===== config.mk =====
export PLATFORM = sky130hd
export DESIGN_NAME = tcw_ctrl
export DESIGN_NICKNAME = d
export VERILOG_FILES = /design/src/rtl/tcw_pkg.sv /design/src/rtl/tcw_ctrl.sv
export VERILOG_INCLUDE_DIRS = /design/src /design/src/rtl
export SDC_FILE = /design/constraint.sdc
export NUM_CORES = 1
export LEC_CHECK = 0
export ABC_AREA = 1
export BUFFER_PORTS_ARGS = -buffer_cell sky130_fd_sc_hd__buf_2
export CAP_MARGIN = 20
export CORE_MARGIN = 2
export CORE_UTILIZATION = 35
export DETAILED_ROUTE_END_ITERATION = 8
export GPL_ROUTABILITY_DRIVEN = 0
export PLACE_DENSITY_LB_ADDON = 0.25
export SLEW_MARGIN = 0
export SYNTH_ARGS = -nofsm -noshare
export SYNTH_HDL_FRONTEND = slang
export SYNTH_SLANG_ARGS = --single-unit

===== constraint.sdc =====
create_clock -name clk_i -period 1.9 [get_ports clk_i]
set_input_delay 0.19 -clock clk_i [delete_from_list [all_inputs] [get_ports clk_i]]
set_output_delay 0.19 -clock clk_i [all_outputs]
set_load 0.02 [all_outputs]

===== src/rtl/assert_macros.svh =====
// Assertion macros shared by the RTL files.
`ifndef ASSERT_MACROS_SVH
`define ASSERT_MACROS_SVH
`ifndef SYNTHESIS
`define TCW_ASSERT(lbl, clk, rstn, prop) \
  lbl: assert property (@(posedge clk) disable iff (!rstn) prop) \
    else $error("assertion failed");
`define TCW_ASSERT_NR(lbl, clk, prop) \
  lbl: assert property (@(posedge clk) prop) else $error("assertion failed");
`else
`define TCW_ASSERT(lbl, clk, rstn, prop)
`define TCW_ASSERT_NR(lbl, clk, prop)
`endif
`endif


===== src/rtl/tcw_pkg.sv =====
`timescale 1ns / 1ps
`default_nettype none
package tcw_pkg;

  localparam int DEF_COLS = 80;
  localparam int DEF_ROWS = 25;

  localparam int COL_W  = 7;
  localparam int ROW_W  = 5;
  localparam int CHAR_W = 8;

  localparam logic [CHAR_W-1:0] CH_NEWLINE = 8'd10;
  localparam logic [CHAR_W-1:0] CH_NUL     = 8'd0;

  typedef enum logic [2:0] {
    REQ_PUT    = 3'd0,
    REQ_SHOW   = 3'd1,
    REQ_READ   = 3'd2,
    REQ_SETCUR = 3'd3,
    REQ_CLEAR  = 3'd4
  } req_e;

  typedef enum logic [3:0] {
    ST_INIT,
    ST_IDLE,
    ST_EXEC,
    ST_RD_WAIT,
    ST_SCR_RD,
    ST_SCR_WR,
    ST_SCR_FILL,
    ST_CLR,
    ST_DONE
  } ctrl_state_e;

  typedef struct packed {
    logic capture;
    logic exec;
    logic cap_rd;
    logic copy_rd;
    logic copy_wr;
    logic zero_wr;
    logic sw_inc;
    logic push;
  } dp_cmd_t;

  typedef struct packed {
    req_e req;
    logic ok;
    logic scroll;
    logic out_free;
    logic sw_copy_end;
    logic sw_end;
  } dp_sts_t;

endpackage
`default_nettype wire


===== src/rtl/tcw_ctrl.sv =====
`timescale 1ns / 1ps
`default_nettype none
`include "assert_macros.svh"
module tcw_ctrl
  import tcw_pkg::*;
(
  input  wire  logic    clk_i,
  input  wire  logic    rst_ni,
  input  wire  logic    in_valid_i,
  output       logic    in_stall_o,
  input  wire  dp_sts_t sts_i,
  output       dp_cmd_t cmd_o
);

  ctrl_state_e state_q, state_d;
  logic        exec_more;

  assign exec_more = ((sts_i.req == REQ_READ) && sts_i.ok) ||
                     ((sts_i.req == REQ_PUT) && sts_i.scroll) ||
                     (sts_i.req == REQ_CLEAR);

  always_comb begin
    state_d = state_q;
    case (state_q)
      ST_INIT: begin
        if (sts_i.sw_end) state_d = ST_IDLE;
      end
      ST_IDLE: begin
        if (in_valid_i) state_d = ST_EXEC;
      end
      ST_EXEC: begin
        if ((sts_i.req == REQ_READ) && sts_i.ok) begin
          state_d = ST_RD_WAIT;
        end else if ((sts_i.req == REQ_PUT) && sts_i.scroll) begin
          state_d = ST_SCR_RD;
        end else if (sts_i.req == REQ_CLEAR) begin
          state_d = ST_CLR;
        end else begin
          state_d = sts_i.out_free ? ST_IDLE : ST_DONE;
        end
      end
      ST_RD_WAIT: begin
        state_d = sts_i.out_free ? ST_IDLE : ST_DONE;
      end
      ST_SCR_RD: begin
        state_d = ST_SCR_WR;
      end
      ST_SCR_WR: begin
        state_d = sts_i.sw_copy_end ? ST_SCR_FILL : ST_SCR_RD;
      end
      ST_SCR_FILL: begin
        if (sts_i.sw_end) state_d = ST_DONE;
      end
      ST_CLR: begin
        if (sts_i.sw_end) state_d = ST_DONE;
      end
      ST_DONE: begin
        if (sts_i.out_free) state_d = ST_IDLE;
      end
      default: state_d = ST_IDLE;
    endcase
  end

  always_comb begin
    cmd_o = '0;
    case (state_q)
      ST_INIT: begin
        cmd_o.zero_wr = 1'b1;
        cmd_o.sw_inc  = 1'b1;
      end
      ST_IDLE: begin
        cmd_o.capture = in_valid_i;
      end
      ST_EXEC: begin
        cmd_o.exec = 1'b1;
        cmd_o.push = !exec_more && sts_i.out_free;
      end
      ST_RD_WAIT: begin
        cmd_o.cap_rd = 1'b1;
        cmd_o.push   = sts_i.out_free;
      end
      ST_SCR_RD: begin
        cmd_o.copy_rd = 1'b1;
      end
      ST_SCR_WR: begin
        cmd_o.copy_wr = 1'b1;
        cmd_o.sw_inc  = 1'b1;
      end
      ST_SCR_FILL, ST_CLR: begin
        cmd_o.zero_wr = 1'b1;
        cmd_o.sw_inc  = 1'b1;
      end
      ST_DONE: begin
        cmd_o.push = sts_i.out_free;
      end
      default: ;
    endcase
  end

  always_ff @(posedge clk_i or negedge rst_ni) begin
    if (!rst_ni) begin
      state_q <= ST_INIT;
    end else begin
      state_q <= state_d;
    end
  end

  assign in_stall_o = (state_q != ST_IDLE);

  `TCW_ASSERT(a_accept_starts_exec, clk_i, rst_ni,
              (in_valid_i && !in_stall_o) |=> (state_q == ST_EXEC))
  `TCW_ASSERT(a_push_needs_room, clk_i, rst_ni, cmd_o.push |-> sts_i.out_free)
  `TCW_ASSERT_NR(a_no_push_in_reset, clk_i, !rst_ni |-> !cmd_o.push)

endmodule
`default_nettype wire

======== Yosys cells after proc, flatten, opt, wreduce, memory -nomap -nowiden ========
Index checks and enable logic that the tools add are counted.
word-level totals
  register bits after elaboration ......... 4
  input port bits ......................... 11
  output and inout port bits .............. 9
  logic and storage cells ................. 47
cells by class
  equality and inequality tests ........... 15
  mux-type cells .......................... 18
  reduce and logical (&&, ||, !) cells .... 13
operator list
  kind                                                                      number
  4-bit two-way mux                                                         8
  4-bit case mux with 8 select lines                                        1
  4-bit by 3-bit equality test with 1-bit output (second input constant)    4
  4-bit by 2-bit equality test with 1-bit output (second input constant)    2
  1-bit two-way mux                                                         7
  2-bit inequality test (second input constant)                             3
  4-bit by 1-bit equality test with 1-bit output (second input constant)    1
  4-bit equality test (second input constant)                               1
  4-bit logical NOT                                                         1
  4-bit by 1-bit inequality test with 1-bit output (second input constant)  1
  4-bit AND reduction                                                       1
  2-bit OR reduction                                                        2
  4-bit OR reduction                                                        1
  3-bit by 2-bit equality test with 1-bit output (second input constant)    1
  3-bit equality test (second input constant)                               1
  1-bit logical AND                                                         3
  3-bit logical NOT                                                         1
  3-bit OR reduction                                                        1
  1-bit logical OR                                                          2
  2-bit two-way mux                                                         1
  2-bit by 1-bit inequality test with 1-bit output (second input constant)  1
  1-bit case mux with 2 select lines                                        1
  1-bit logical NOT                                                         1

======== Logic depth before layout (Yosys ltp) ========
  depth in word-level cells ............... 7
  gate-level depth with buffers ........... 9

======== Worst setup path after synthesis ========
OpenSTA, ideal clock, no wires.
  path type ............................... flip-flop to output port
  start point ............................. reg state_q[0]
  end point ............................... out cmd_o[0] (netlist bit)
  arrival time ............................ 1.346 ns
  setup slack ............................. 0.364 ns
  cell stages (with the launch flop) ...... 7
  buffers on the path ..................... 1
  cell sequence ........................... dfrtp_1 > buf_6 > inv_2 > nand2_1 > nor2_2 > nand3_1 > a31oi_1
RTL lines
  what                      line             text
  start: declaration        tcw_ctrl.sv:15   ctrl_state_e state_q, state_d;
  start signal: assignment  tcw_ctrl.sv:104  state_q <= state_d;
  end: declaration          tcw_ctrl.sv:12   output dp_cmd_t cmd_o

==> impl_metrics.tcl <==
set metrics [dict create \
    first_iter_violations 16 \
    fin_nets 112 \
    timing_worst_setup_path_type "flop to output pin" \
    largest_reg_flops 4 \
    worstPathMaxFanout 8 \
    synthTopCellsByArea "dfrtp_1 (22%), nand2_1 (18%), nand3_1 (8.8%)" \
    grt_pass1_vias 456 \
    syn_inst 78 \
    core_area_um2 1160 \
    antennaDiodeCount 0 \
    timing.fmax_ghz 0.613 \
    period_minus_slack_ns 1.63 \
    synth_edf_count 0 \
    dr.pass1.iters 4 \
    syn2layout_area_growth_pct 27.7 \
    die_y_um 40.1 \
    slowest_delay_ns 0.47 \
    drv_cap 0 \
    largest-register "state_q" \
    die_w_um 40.1 \
    p_leak_nw 0.342 \
    wl_per_cell_um 9.38 \
    start_kind "flop" \
    setup_tns_ns 0 \
    clk_pin_slew_ns 0.04 \
    grt_overflow_total 0 \
    period_share_pct 85.9 \
    crit_path_end_kind "output pin" \
    relSlewSlack_pct 78.9 \
    finalHoldViolations 0 \
    grt_pass1_wl_um 1780 \
    hpwl_um 910 \
    clock-skew-final_ns 0.00141 \
    netlist-cell-type-count 20 \
    synth.most_common_cell "nand2_1" \
    synthesis.area_um2 455 \
    status "completed" \
    ys_warn_count 0 \
    cts_tree "built" \
    antenna_found_initial 0 \
    peakVddDrop_mv 0.545 \
    antenna_left 0 \
    htree_num_levels 1 \
    die_area_um2 1610 \
    cpMaxStageDelayCell "dfrtp_1" \
    p_per_area_nw_per_um2 1450 \
    yosys.area.top_type "dfrtp_1" \
    final_area_um2 582 \
    drcViolationCount 0 \
    portBuffers 19 \
    drive_gt1_share_pct 36.4 \
    crit_arrival_ns 1.44 \
    cts_buffers 3 \
    max_slew.worst_pin.slew_ns 0.316 \
    cts_setup_buffers 0 \
    cts.path.max_buffers 2 \
    synth_seq_area_share_pct 22.0 \
    hold_class "input pin to flop" \
    vias 545 \
    grt_setup_unrepaired "no" \
    io_pins 20 \
    async_flop_share_pct 100 \
    synth_top_area_share_pct 22.0 \
    cts.sink_count 4 \
    place_area_um2 549 \
    grtUsageTotal_pct 16.5 \
    ys_ff_latch 4 \
    path_cells "inv_2, nand2_1, nor2_2, nand3_1, a31oi_1, buf_2" \
    setup_viol 0 \
    initial_core_util_pct 39.4 \
    cts-root-buf "clkbuf_4" \
    synth.net_count 89 \
    synth_area_per_cell_um2 5.84 \
    required_ns 1.71 \
    slew_violations 0 \
    vias_per_cell 4.82 \
    postCtsHoldBufs 1 \
    rows 12 \
    grt_max_degree 10 \
    synthTopCellsByCount "nand2_1 (22), inv_1 (10), nand3_1 (8)" \
    ctsResizeCount 0 \
    synthFlopType "dfrtp_1" \
    drt-total-wl_um 1060 \
    largestRegisters "state_q x4" \
    clk_latency_ns 0.23 \
]
==> where the power goes <==
part           internal [mW]  switching, mW
clock                 0.0705         0.0324
sequential             0.120         0.0676
combinational          0.191          0.359
total                  0.382          0.459
==> metal layers <==
metal	part of all wire [%]	global-route usage, %
met5	0	0
met4	0	2.59
met3	7.5	5.00
met2	44	27.0
met1	48	21.5
==> layout by cell type (no fill, tap or decap) <==
cell type,n
nor3_1,1
clkbuf_4,3
o221ai_1,1
nand3_1,8
or2_1,1
nor2_2,5
buf_2,19
nand2_2,3
a21oi_1,1
nor2_1,7
dlygate4sd3_1,1
nand4_1,3
o21ai_0,1
o21ai_1,2
nand3_2,1
inv_2,4
nor3_2,1
inv_1,10
dfrtp_1,4
a31oi_1,1
nand2_1,22
==> worst max-delay path: cells and delay by family (launching register included) <==
| family | cells | cell delay, ns |
|---|---|---|
| simple gates | 3 | 0.34 |
| compound gates | 1 | 0.13 |
| flops | 1 | 0.47 |
| buf+inv | 2 | 0.28 |
==> kinds of logic (layout without fill, tap and decap cells) <==
kind of cell	Yosys count	in the layout	synth area share, %
buffers and inverters	16	37	15.7
AO/OA/AOI/OAI	6	6	7.69
flip-flops	4	4	22.0
AND/OR/NAND/NOR	52	52	54.7
==> final timing paths <==
kind,startpoint,endpoint,slack (ns),depth (start not counted)
setup / recovery,state_q[0],cmd_o[0],0.27,6
hold reg to reg,state_q[2],state_q[1],0.68,2
setup reg to reg,state_q[0],state_q[0],0.64,6
min in group asynchronous,rst_ni,state_q[2],0.29,2
hold / removal,sts_i[2],state_q[3],0.28,4
max in group asynchronous,rst_ni,state_q[1],1.50,2
==> final cells by class <==
cell class              count  area, um^2
clock buffers               3        22.5
fillers                   126         574
inverters                  14        52.6
multi-input cells          58         284
flip-flops and latches      4         100
well taps                  14        17.5
repair buffers             20         105
==> metrics by stage <==
step           cells  setup WS (ns)  total power [mW]  utilization, %  hold WS (ns)
2_1_floorplan     78          0.364             0.624               -        -0.106
3_3_place_gp     109          0.542             0.736            47.5      -0.00421
3_5_place_dp     109          0.503             0.740            47.5      -0.00493
4_1_cts          113          0.255             0.847            50.3         0.281
5_1_grt          113          0.166             0.929            50.3         0.295
6_report         113          0.268             0.841            50.3         0.283
No activity file was read; power rests on OpenSTA's default activity.
